===== config.mk =====
export PLATFORM = sky130hd
export DESIGN_NAME = pointer_event_report_assembler
export DESIGN_NICKNAME = d
export VERILOG_FILES = /design/src/pera_pkg.sv /design/src/pointer_event_report_assembler.sv
export SDC_FILE = /design/constraint.sdc
export NUM_CORES = 1
export LEC_CHECK = 0
export BUFFER_PORTS_ARGS = -buffer_cell sky130_fd_sc_hd__buf_2
export CORE_ASPECT_RATIO = 0.75
export CORE_MARGIN = 2
export CORE_UTILIZATION = 35
export CTS_CLUSTER_DIAMETER = 120
export DETAILED_ROUTE_END_ITERATION = 6
export HOLD_SLACK_MARGIN = 0.12
export PLACE_DENSITY = 0.56
export SETUP_SLACK_MARGIN = 0.02
export SLEW_MARGIN = 0
export SYNTH_ARGS = -nofsm -noshare
export SYNTH_HDL_FRONTEND = slang
export SYNTH_SLANG_ARGS = --single-unit

===== constraint.sdc =====
create_clock -name clk -period 17.4 [get_ports clk]
set_input_delay 0 -clock clk [delete_from_list [all_inputs] [get_ports clk]]
set_output_delay 0 -clock clk [all_outputs]
set_load 0.03 [all_outputs]

===== src/pera_pkg.sv =====
package pera_pkg;

	localparam int POSITION_BITS_DEF = 15;
	localparam int SIZE_W = 15;
	localparam int VALUE_W = 32;
	localparam int CFG_INDEX_W = 1;

	localparam logic [SIZE_W-1:0] SCREEN_WIDTH_RST = 15'd640;
	localparam logic [SIZE_W-1:0] SCREEN_HEIGHT_RST = 15'd480;

	localparam logic [CFG_INDEX_W-1:0] REG_SCREEN_WIDTH = 1'b0;
	localparam logic [CFG_INDEX_W-1:0] REG_SCREEN_HEIGHT = 1'b1;

	localparam logic REQ_EVENT = 1'b0;
	localparam logic REQ_TAKE_SCROLL = 1'b1;

	localparam logic [15:0] EV_SYNC = 16'd0;
	localparam logic [15:0] EV_KEY = 16'd1;
	localparam logic [15:0] EV_REL = 16'd2;
	localparam logic [15:0] EV_ABS = 16'd3;

	localparam logic [15:0] CODE_ABS_X = 16'd0;
	localparam logic [15:0] CODE_ABS_Y = 16'd1;
	localparam logic [15:0] CODE_BTN_LEFT = 16'd272;
	localparam logic [15:0] CODE_BTN_RIGHT = 16'd273;
	localparam logic [15:0] CODE_WHEEL = 16'd8;

	localparam logic signed [VALUE_W-1:0] SCROLL_MAX = 32'sh7FFF_FFFF;
	localparam logic signed [VALUE_W-1:0] SCROLL_MIN = 32'sh8000_0000;

endpackage


===== src/pointer_event_report_assembler.sv =====
// Channel | Direction | Handshake             | Payload
// cfg     | in        | cfg_valid / cfg_ready | cfg_index, cfg_data (screen width, height)
// in      | in        | in_valid / in_ready   | req_type, ev_type, ev_code, ev_value
// out     | out       | out_valid / out_ready | cursor_*, button_*, control_click, scroll_*
//
// One transaction a cycle unless out_ready stalls; each result shows in the cycle after its input is accepted.
// The path sets the rate: one position-by-size multiply feeding the result register.
// Reset: position, masks, buttons and scroll total clear; screen size goes to 640 x 480.
// A stalled output holds its result; in_ready follows out_ready when a result is waiting.
// cfg_ready is always high.
module pointer_event_report_assembler
	import pera_pkg::*;
#(
	parameter int POSITION_BITS = POSITION_BITS_DEF
) (
	input  logic                          clk,
	input  logic                          arst_n,

	input  logic                          cfg_valid,
	output logic                          cfg_ready,
	input  logic [CFG_INDEX_W-1:0]        cfg_index,
	input  logic [SIZE_W-1:0]             cfg_data,

	input  logic                          in_valid,
	output logic                          in_ready,
	input  logic                          req_type,
	input  logic [15:0]                   ev_type,
	input  logic [15:0]                   ev_code,
	input  logic signed [VALUE_W-1:0]     ev_value,

	output logic                          out_valid,
	input  logic                          out_ready,
	output logic                          cursor_valid,
	output logic [SIZE_W-1:0]             cursor_x,
	output logic [SIZE_W-1:0]             cursor_y,
	output logic                          button_event_valid,
	output logic                          button_down,
	output logic                          control_click,
	output logic [1:0]                    button_state,
	output logic                          scroll_posted,
	output logic signed [VALUE_W-1:0]     scroll_amount
);

	localparam int PROD_W = POSITION_BITS + SIZE_W;
	localparam logic [POSITION_BITS-1:0] POS_MAX = {POSITION_BITS{1'b1}};

	logic [SIZE_W-1:0]        screen_width_q;
	logic [SIZE_W-1:0]        screen_height_q;

	logic                     position_known_q;
	logic [POSITION_BITS-1:0] abs_x_q;
	logic [POSITION_BITS-1:0] abs_y_q;
	logic [1:0]               known_mask_q;
	logic [1:0]               pressed_mask_q;
	logic [1:0]               previous_buttons_q;
	logic signed [VALUE_W-1:0] scroll_total_q;

	logic                     out_valid_q;
	logic                     cursor_valid_q;
	logic [SIZE_W-1:0]        cursor_x_q;
	logic [SIZE_W-1:0]        cursor_y_q;
	logic                     button_event_valid_q;
	logic                     button_down_q;
	logic                     control_click_q;
	logic [1:0]               button_state_q;
	logic                     scroll_posted_q;
	logic signed [VALUE_W-1:0] scroll_amount_q;

	logic                     accept;
	logic                     is_event;
	logic                     hit_abs_x;
	logic                     hit_abs_y;
	logic                     hit_left;
	logic                     hit_right;
	logic                     hit_wheel;
	logic                     hit_sync;
	logic [POSITION_BITS-1:0] pos_sat;
	logic [PROD_W-1:0]        prod_x;
	logic [PROD_W-1:0]        prod_y;
	logic [SIZE_W-1:0]        scaled_x;
	logic [SIZE_W-1:0]        scaled_y;
	logic [1:0]               merged;
	logic                     button_change;
	logic signed [VALUE_W:0]  scroll_sum;
	logic signed [VALUE_W-1:0] scroll_next;

	assign cfg_ready = 1'b1;
	assign in_ready = !out_valid_q || out_ready;
	assign accept = in_valid && in_ready;

	assign is_event = (req_type == REQ_EVENT);
	assign hit_abs_x = is_event && ev_type == EV_ABS && ev_code == CODE_ABS_X;
	assign hit_abs_y = is_event && ev_type == EV_ABS && ev_code == CODE_ABS_Y;
	assign hit_left = is_event && ev_type == EV_KEY && ev_code == CODE_BTN_LEFT;
	assign hit_right = is_event && ev_type == EV_KEY && ev_code == CODE_BTN_RIGHT;
	assign hit_wheel = is_event && ev_type == EV_REL && ev_code == CODE_WHEEL;
	assign hit_sync = is_event && ev_type == EV_SYNC;

	always_comb begin
		if (ev_value[VALUE_W-1]) begin
			pos_sat = '0;
		end else if (|ev_value[VALUE_W-2:POSITION_BITS]) begin
			pos_sat = POS_MAX;
		end else begin
			pos_sat = ev_value[POSITION_BITS-1:0];
		end
	end

	assign prod_x = PROD_W'(abs_x_q) * PROD_W'(screen_width_q);
	assign prod_y = PROD_W'(abs_y_q) * PROD_W'(screen_height_q);
	assign scaled_x = prod_x[PROD_W-1:POSITION_BITS] + SIZE_W'(1);
	assign scaled_y = prod_y[PROD_W-1:POSITION_BITS] + SIZE_W'(1);

	assign merged = (pressed_mask_q & known_mask_q) | (previous_buttons_q & ~known_mask_q);
	assign button_change = (previous_buttons_q != 2'b00) != (merged != 2'b00);

	assign scroll_sum = {scroll_total_q[VALUE_W-1], scroll_total_q}
		+ {ev_value[VALUE_W-1], ev_value};

	always_comb begin
		if (scroll_sum[VALUE_W] != scroll_sum[VALUE_W-1]) begin
			scroll_next = scroll_sum[VALUE_W] ? SCROLL_MIN : SCROLL_MAX;
		end else begin
			scroll_next = scroll_sum[VALUE_W-1:0];
		end
	end

	always_ff @(posedge clk or negedge arst_n) begin
		if (!arst_n) begin
			screen_width_q <= SCREEN_WIDTH_RST;
			screen_height_q <= SCREEN_HEIGHT_RST;
		end else if (cfg_valid && cfg_ready) begin
			case (cfg_index)
				REG_SCREEN_WIDTH: screen_width_q <= cfg_data;
				REG_SCREEN_HEIGHT: screen_height_q <= cfg_data;
				default: ;
			endcase
		end
	end

	always_ff @(posedge clk or negedge arst_n) begin
		if (!arst_n) begin
			position_known_q <= 1'b0;
			abs_x_q <= '0;
			abs_y_q <= '0;
			known_mask_q <= 2'b00;
			pressed_mask_q <= 2'b00;
			previous_buttons_q <= 2'b00;
			scroll_total_q <= '0;
		end else if (accept) begin
			if (!is_event) begin
				scroll_total_q <= '0;
			end else if (hit_abs_x) begin
				position_known_q <= 1'b1;
				abs_x_q <= pos_sat;
			end else if (hit_abs_y) begin
				position_known_q <= 1'b1;
				abs_y_q <= pos_sat;
			end else if (hit_left) begin
				known_mask_q[0] <= 1'b1;
				if (ev_value != '0) begin
					pressed_mask_q[0] <= 1'b1;
				end
			end else if (hit_right) begin
				known_mask_q[1] <= 1'b1;
				if (ev_value != '0) begin
					pressed_mask_q[1] <= 1'b1;
				end
			end else if (hit_wheel) begin
				scroll_total_q <= scroll_next;
			end else if (hit_sync) begin
				position_known_q <= 1'b0;
				previous_buttons_q <= merged;
				known_mask_q <= 2'b00;
				pressed_mask_q <= 2'b00;
			end
		end
	end

	always_ff @(posedge clk or negedge arst_n) begin
		if (!arst_n) begin
			out_valid_q <= 1'b0;
		end else if (accept) begin
			out_valid_q <= 1'b1;
		end else if (out_ready) begin
			out_valid_q <= 1'b0;
		end
	end

	always_ff @(posedge clk) begin
		if (accept) begin
			cursor_valid_q <= hit_sync && position_known_q;
			cursor_x_q <= (hit_sync && position_known_q) ? scaled_x : '0;
			cursor_y_q <= (hit_sync && position_known_q) ? scaled_y : '0;
			button_event_valid_q <= hit_sync && button_change;
			button_down_q <= hit_sync && button_change && merged != 2'b00;
			control_click_q <= hit_sync && button_change && merged[1];
			button_state_q <= hit_sync ? merged : previous_buttons_q;
			scroll_posted_q <= hit_wheel;
			scroll_amount_q <= is_event ? '0 : scroll_total_q;
		end
	end

	assign out_valid = out_valid_q;
	assign cursor_valid = cursor_valid_q;
	assign cursor_x = cursor_x_q;
	assign cursor_y = cursor_y_q;
	assign button_event_valid = button_event_valid_q;
	assign button_down = button_down_q;
	assign control_click = control_click_q;
	assign button_state = button_state_q;
	assign scroll_posted = scroll_posted_q;
	assign scroll_amount = scroll_amount_q;

`ifndef SYNTHESIS
	a_cursor_nonzero: assert property (@(posedge clk) disable iff (!arst_n)
		out_valid_q && cursor_valid_q |-> cursor_x_q != '0 && cursor_y_q != '0)
		else $error("scaled cursor position is zero");

	a_click_needs_down: assert property (@(posedge clk) disable iff (!arst_n)
		out_valid_q && control_click_q |-> button_event_valid_q && button_down_q)
		else $error("control click without a button down event");

	a_pressed_within_known: assert property (@(posedge clk) disable iff (!arst_n)
		(pressed_mask_q & ~known_mask_q) == 2'b00)
		else $error("pressed button outside known mask");

	a_take_clears_scroll: assert property (@(posedge clk) disable iff (!arst_n)
		accept && req_type == REQ_TAKE_SCROLL |=> scroll_total_q == '0)
		else $error("scroll total not cleared after take");

	a_sync_clears_masks: assert property (@(posedge clk) disable iff (!arst_n)
		accept && hit_sync |=> known_mask_q == 2'b00 && !position_known_q)
		else $error("sync did not clear latched report state");
`endif

endmodule


==> reports/qor.csv, run 1 <==
stage;metric;value;unit
route;ANT nets after route;0;
synthesis;EDFF count, synth;69;
route;Vias;17800;
grt;largest net degree at the start of global routing;62;
critical_path;FF-to-FF End;cursor_x[14];
synthesis;area share of and/or/nand/nor cells after synthesis;18.7;%
synthesis;Syn Area/Cell;9.34;µm²
grt;GR Overflow Total;0;
critical_path;Worst EP arrival;7720;ps
run_status;status;complete, no violations;
power;Comb pwr share;11.2;%
timing;RSZ-0062 raised after global routing;false;
clock_tree;CTS resizes;0;
grt;initial antenna violation count;0;
critical_path;Largest stage delay, worst path;610;ps
power;switching power;326;µW
timing;f_max;136;MHz
timing;relative slew slack;46.2;%
min_path;Hold EP;abs_y_q[11];
critical_path;Crit Path Class;flop to flop;
critical_path;Reg2Reg Setup Slack;10020;ps
route;First DRT Iteration DRCs;857;
timing;TNS Setup;0;ps
floorplan;number of core rows;82;
timing;final hold viol count;0;
timing;crit path time final;7380;ps
route;total length of routed wires;59200;µm
critical_path;Worst setup startpoint;abs_x_q[10];
route;first-pass iteration count of the detailed router;5;
clock_tree;Worst-Skew Late Latency;490;ps
synthesis;cell count after synthesis;2527;
floorplan;Die W;304;µm
floorplan;Die Area;0.0696;mm²
min_path;hold path start;ev_value[31];
synthesis;Ys Warns;0;
power;leakage power;0.0134;µW
timing;Worst-Margin Slew;806;ps
timing;Max Clock Skew;16.1;ps
placed_design;HPWL after detailed placement;47700;µm
critical_path;worst path cell trace;and2_1 -> fa_1 -> inv_1 -> fa_1 -> inv_1 -> fa_1 -> inv_1 -> fa_1 -> inv_1 -> fa_1 -> inv_1 -> fa_1 -> inv_1 -> ha_1 -> o21a_1 -> a31oi_1 -> a21boi_0 -> o31ai_1 -> xnor2_1 -> and4_1 -> nand3_2 -> or4_1 -> a21oi_1;
route;Vias/cell;4.99;
power;clock share of power;40.2;%
power;switching share of power;32.1;%
synthesis;ys flop type;dfrtp_1;
layout;multi-input logic area;0.0171;mm²
critical_path;Worst Setup Start Kind;flop;
synthesis;largest family of logic cells by synthesized area;adder cells;
critical_path;CP max-delay cell;dfrtp_1;
grt;GRT Overall Usage;17.9;%
critical_path;CP top delay family;adder cells;
synthesis;mux contribution to synthesized area;3.22;%
route;DRC Markers;0;
placed_design;DP Area;0.0252;mm²
power;Internal Power;689;µW
floorplan;Initial Util;35.3;%
layout;most frequent cells in the layout;409 x inv_1, 333 x fa_1, 305 x and2_1, 291 x nand2_1, 216 x ha_1;
synthesis;flops & latches, synth;169;
job;max cap viols;0;
layout;layout cells sized above 1;11.2;%
timing;Final setup viols;0;
clock_tree;Clock Root Buffer;clkbuf_16;
critical_path;Crit Path Max Fanout;16;
grt;number of global-route vias before repair;19000;
power;Cell Pwr Density;38.5;mW/mm²
layout;Reg area;0.00458;mm²
clock_tree;CTS tree;yes;
power;Flop pwr share;48.6;%
layout;most common cell after layout, fill and taps aside;inv_1;
min_path;hold path cells;3;
layout;Layout fillers;6677;
grt;first-pass GRT wire length;100000;µm
clock_tree;clk slew on worst S/H paths;80;ps
floorplan;num ports;158;
clock_tree;cts bufs inserted;17;
power;peak supply drop;0.0754;mV
layout;NumNets Final;3298;
critical_path;Setup crit end kind;flop;
synthesis;Synth Area in Adders;39.7;%
route;WL/cell;16.6;µm
critical_path;FF-to-FF Start;abs_x_q[10];
timing;final slew viol count;0;
synthesis;Yosys cell types;81;
timing;Final Cycle Share;42.4;%
min_path;HP Class;primary input to flop;
placed_design;count of input and output buffers;156;
floorplan;die height;229;µm
floorplan;total core area;0.0668;mm²
clock_tree;number of clock sinks;169;
synthesis;Synth Area in Compound Gates;8.01;%
synthesis;syn nets;3162;
synthesis;cell area after synthesis;0.0236;mm²
placed_design;GP Congestion;0.889;
clock_tree;cts hold-fix bufs;50;
critical_path;cell depth of the worst flop-to-flop path;23;
critical_path;WP data required;17740;ps
synthesis;Seq/Total Area, Yosys;19.4;%
synthesis;Post-Synth XOR/XNOR Area;2.85;%
clock_tree;Post-CTS Setup Bufs;0;
critical_path;worst path bufs/invs;6;
synthesis;ys async rst share;59.2;%
layout;cell area after layout;0.0263;mm²
clock_tree;htree depth;4;
layout;Area Overhead vs Synth;11.6;%
clock_tree;CTS max path bufs;2;
synth_stat cells (11+ instances only):
master	number	area, µm²
a21o_1	30	225
nand3_1	21	105
ha_1	216	2700
dfrtp_1	94	2350
a21oi_1	97	485
xor2_1	28	245
nor2b_1	12	75.1
and3_1	18	113
o21ai_0	72	360
fa_1	333	6670
edfxtp_1	69	2070
o21a_1	11	82.6
nand4_1	21	131
nand2_1	291	1090
mux2_2	64	721
nor4_1	19	119
xnor2_1	45	394
and2_1	306	1910
nor2_1	120	450
nor3_1	11	55.1
inv_1	409	1540
clkbuf_1	91	342
final cells by class:
cell class	instances	share of cell area, %
Timing Repair Buffer	216	5.22
Clock buffer	18	1.67
Inverter	409	5.83
Antenna cell	1	0.00950
Tap cell	882	4.19
Multi-Input combinational cell	1850	65.0
Clock inverter	14	0.684
Sequential cell	169	17.4
registers in the layout (all words and copies together), names as in the netlist, 2 cells and up:
| name | count |
|---|---|
| previous_buttons_q | 2 |
| abs_x_q | 15 |
| abs_y_q | 15 |
| known_mask_q | 2 |
| screen_height_q | 15 |
| scroll_amount | 32 |
| cursor_x | 15 |
| scroll_total_q | 32 |
| screen_width_q | 15 |
| pressed_mask_q | 2 |
| button_state | 2 |
| cursor_y | 15 |
metal layers:
metal,share of wire [%],GRT usage (%)
met5,0,0
met3,4.7,2.36
met1,47,24.8
met4,2.2,5.05
met2,47,29.2
how the worst max path moves through the flow:
stage	endpoint	cells after the start
finish	cursor_x[14]	23
detailed placement	cursor_x[14]	24
CTS	cursor_y[13]	24
global placement	cursor_x[14]	22
floorplan	cursor_x[14]	22
global route	cursor_y[13]	24
power groups by stage:
| stage | logic [µW] | registers [µW] | clock network (µW) |
|---|---|---|---|
| 2_1_floorplan | 68.6 | 471 | 0 |
| 3_3_place_gp | 103 | 499 | 0 |
| 3_5_place_dp | 104 | 500 | 0 |
| 4_1_cts | 114 | 492 | 419 |
| 5_1_grt | 123 | 499 | 435 |
| 6_report | 114 | 494 | 408 |
cells by family (layout without fill, tap and decap cells):
| kind of cell | after synthesis | count (layout) |
|---|---|---|
| and+or+nand+nor | 864 | 864 |
| DFF | 169 | 169 |
| other | 1 | 2 |
| adders and majority gates | 549 | 549 |
| muxes | 68 | 68 |
| xor gates and xnor gates | 75 | 75 |
| AOI/OAI and AO/OA | 293 | 293 |
| buffers and inverters | 508 | 657 |
worst reg2reg max path: stages, from the launching register on:
cell and delay (ps):
dfrtp_1 610, and2_1 300, fa_1 550, inv_1 60
fa_1 530, inv_1 50, fa_1 520, inv_1 60
fa_1 520, inv_1 50, fa_1 470, inv_1 50
fa_1 480, inv_1 40, ha_1 320, o21a_1 130
a31oi_1 390, a21boi_0 360, o31ai_1 390, xnor2_1 250
and4_1 340, nand3_2 130, or4_1 510, a21oi_1 150
per-stage QoR:
stage	total power (µW)	utilization, %	hold WS, ps	cells	setup slack (ps)
floorplan	539	-	-296	2527	10650
global placement	602	37.7	21.8	3476	10240
detailed placement	605	37.7	34.7	3476	10110
CTS	1030	39.4	122	3558	10070
global route	1060	39.4	160	3558	9570
finish	1010	39.4	137	3559	10020
(Power assumes the default switching activity.)
==> inputs of run 2 (changes only) <==
- clock period: 17.4 -> 7.4 ns (I/O delays scaled with it)
==> reports/qor.csv, run 2 (same netlist as run 1, synthesis figures left out) <==
stage;metric;value;unit;change
route;WL/cell;16.8;µm;+1.1%
timing;f_max;142;MHz;+4.7%
job;max cap viols;0;;unchanged
clock_tree;htree depth;4;;unchanged
timing;Worst-Margin Slew;866;ps;+60.0 ps
timing;Setup WS post-layout;352;ps;-9670 ps
clock_tree;number of clock sinks;169;;unchanged
placed_design;DP Area;0.0254;mm²;+0.92%
critical_path;crit path capture;cursor_x[14];;
clock_tree;Worst-Skew Late Latency;490;ps;about the same
grt;number of global-route vias before repair;18900;;-0.50%
critical_path;WP data required;7730;ps;-10,010 ps
layout;NumNets Final;3334;;+1.1%
floorplan;total core area;0.0668;mm²;unchanged
floorplan;num ports;158;;unchanged
timing;Final Cycle Share;95.2;%;+53 points
placed_design;GP Congestion;0.890;;+0.16%
power;leakage power;0.0135;µW;+1.3%
route;Vias;18000;;+1.5%
layout;Layout fillers;6610;;-1.0%
critical_path;Reg2Reg Setup Slack;350;ps;-9670 ps
critical_path;FF-to-FF Start;screen_width_q[9];;
timing;Final setup viols;0;;unchanged
floorplan;number of core rows;82;;unchanged
route;Vias/cell;5.02;;+0.49%
clock_tree;CTS max path bufs;2;;unchanged
critical_path;FF-to-FF End;cursor_x[14];;
critical_path;cell depth of the worst flop-to-flop path;21;;-8.7%
clock_tree;CTS tree;yes;;
timing;Max Clock Skew;16.3;ps;+0.207 ps
clock_tree;Clock Root Buffer;clkbuf_16;;
clock_tree;Post-CTS Setup Bufs;0;;unchanged
timing;relative slew slack;42.2;%;-4.0 points
placed_design;dpl ws;151;ps;-9960 ps
route;first-pass iteration count of the detailed router;5;;unchanged
timing;crit path time final;7050;ps;-330 ps
grt;largest net degree at the start of global routing;65;;+4.8%
timing;final hold viol count;0;;unchanged
critical_path;Worst EP arrival;7380;ps;-340 ps
placed_design;count of input and output buffers;156;;unchanged
clock_tree;clk slew on worst S/H paths;80;ps;about the same
placed_design;HPWL after detailed placement;48700;µm;+2.1%
critical_path;Setup crit end kind;flop;;
grt;initial antenna violation count;1;;+1
critical_path;Crit Path Class;flop to flop;;
route;First DRT Iteration DRCs;993;;+16%
critical_path;Worst setup startpoint;screen_width_q[9];;
layout;Util after Layout;40.0;%;+0.53 points
floorplan;Die Area;0.0696;mm²;unchanged
route;total length of routed wires;60500;µm;+2.2%
grt;GRT Overall Usage;18.1;%;+0.26 points
timing;TNS Setup;0;ps;unchanged
timing;RSZ-0062 raised after global routing;false;;
timing;final slew viol count;0;;unchanged
layout;Area Overhead vs Synth;13.1;%;
route;DRC Markers;0;;unchanged
grt;GR Overflow Total;0;;unchanged
critical_path;Crit Path Max Fanout;16;;unchanged
layout;most frequent cells in the layout;409 x inv_1, 333 x fa_1, 305 x and2_1, 291 x nand2_1, 216 x ha_1;;
critical_path;Worst Setup Start Kind;flop;;
layout;most common cell after layout, fill and taps aside;inv_1;;
floorplan;Die W;304;µm;unchanged
layout;cell area after layout;0.0267;mm²;+1.3%
floorplan;Initial Util;35.3;%;unchanged
route;ANT nets after route;0;;unchanged
run_status;status;complete, no violations;;
clock_tree;cts bufs inserted;17;;unchanged
layout;layout cells sized above 1;13.2;%;+2.0 points
floorplan;die height;229;µm;unchanged
min_path;HP Class;primary input to flop;;
power;Cell Pwr Density;89.3;mW/mm²;+130%
power;peak supply drop;0.174;mV;+130%
grt;first-pass GRT wire length;102000;µm;+1.5%
==> run 2: changes by cell type in the layout (fill, tap and decap cells not counted), sizes merged <==
cell,previous run,this run
buf,167,198
bufinv,1,0
clkbuf,18,17
clkinv,6,10
clkinvlp,1,0
dlygate4sd3,49,54
inv,415,414
==> run 2: stage by stage <==
| step | hold WS [ps] | power, µW | std cells |
|---|---|---|---|
| global placement | 8.32 | 1420 | 3507 |
| global route | 160 | 2480 | 3595 |
| floorplan | -296 | 1270 | 2527 |
| detailed placement | 12.7 | 1430 | 3507 |
| finish | 145 | 2380 | 3595 |
| CTS | 123 | 2410 | 3594 |
==> run 2: repair_timing <==
action | 4_1_cts | 5_1_grt
hold buffers | 55 | 0
gates resized for setup | 0 | 33
endpoints found under the hold margin | 136 | 0
endpoints found under the setup margin | 0 | 7
==> run 2: per-layer routing <==
layer | up-vias | part of all wire (%) | track usage (%)
met3 | 66 | 5.1 | 2.62
met1 | 9109 | 48 | 25.9
met5 | - | 0 | 0
met2 | 444 | 45 | 28.5
li1 | 8413 | - | -
met4 | 0 | 2.2 | 5.21
==> run 2: layout make-up <==
class / count / area, µm² / area share [%]
diodes: 1 / 2.50 / 0.00937
inverters: 409 / 1540 / 5.75
multi-input cells: 1850 / 17200 / 64.4
clock inverters: 15 / 180 / 0.675
clock buffers: 17 / 425 / 1.59
well taps: 882 / 1100 / 4.13
flip-flops and latches: 169 / 4620 / 17.3
repair buffers: 252 / 1650 / 6.19
==> run 2: worst min path at each step <==
stage          depth (start not counted)          end    startpoint  slack, ps
4_1_cts                                4   abs_x_q[6]   ev_value[6]        120
3_3_place_gp                           1    out_valid        arst_n          8
3_5_place_dp                           1    out_valid        arst_n         10
2_1_floorplan                          0   abs_x_q[0]        arst_n       -300
5_1_grt                                4  abs_y_q[14]  ev_value[14]        160
6_report                               4   abs_x_q[6]   ev_value[6]        140
==> run 2: critical path, cell delays in order (launching register included) <==
cell and delay, ps:
dfstp_4 750, nand2_1 110, fa_1 560, inv_1 60, fa_1 540, fa_1 430, fa_1 460, fa_1 490
inv_1 50, fa_1 470, inv_1 40, ha_1 350, a21oi_1 150, o21ai_0 190, a41oi_2 300, a211oi_2 160
or3_2 520, a21oi_1 250, xnor2_2 190, nand3_2 140, or4_1 510, a21oi_1 180
==> run 2: report_power, final <==
| group | internal, µW | leakage, µW | switching (µW) | total (µW) |
|---|---|---|---|---|
| registers | 1030 | 0.00198 | 129 | 1160 |
| logic | 111 | 0.0113 | 176 | 287 |
| clock network | 455 | 0.000294 | 488 | 943 |
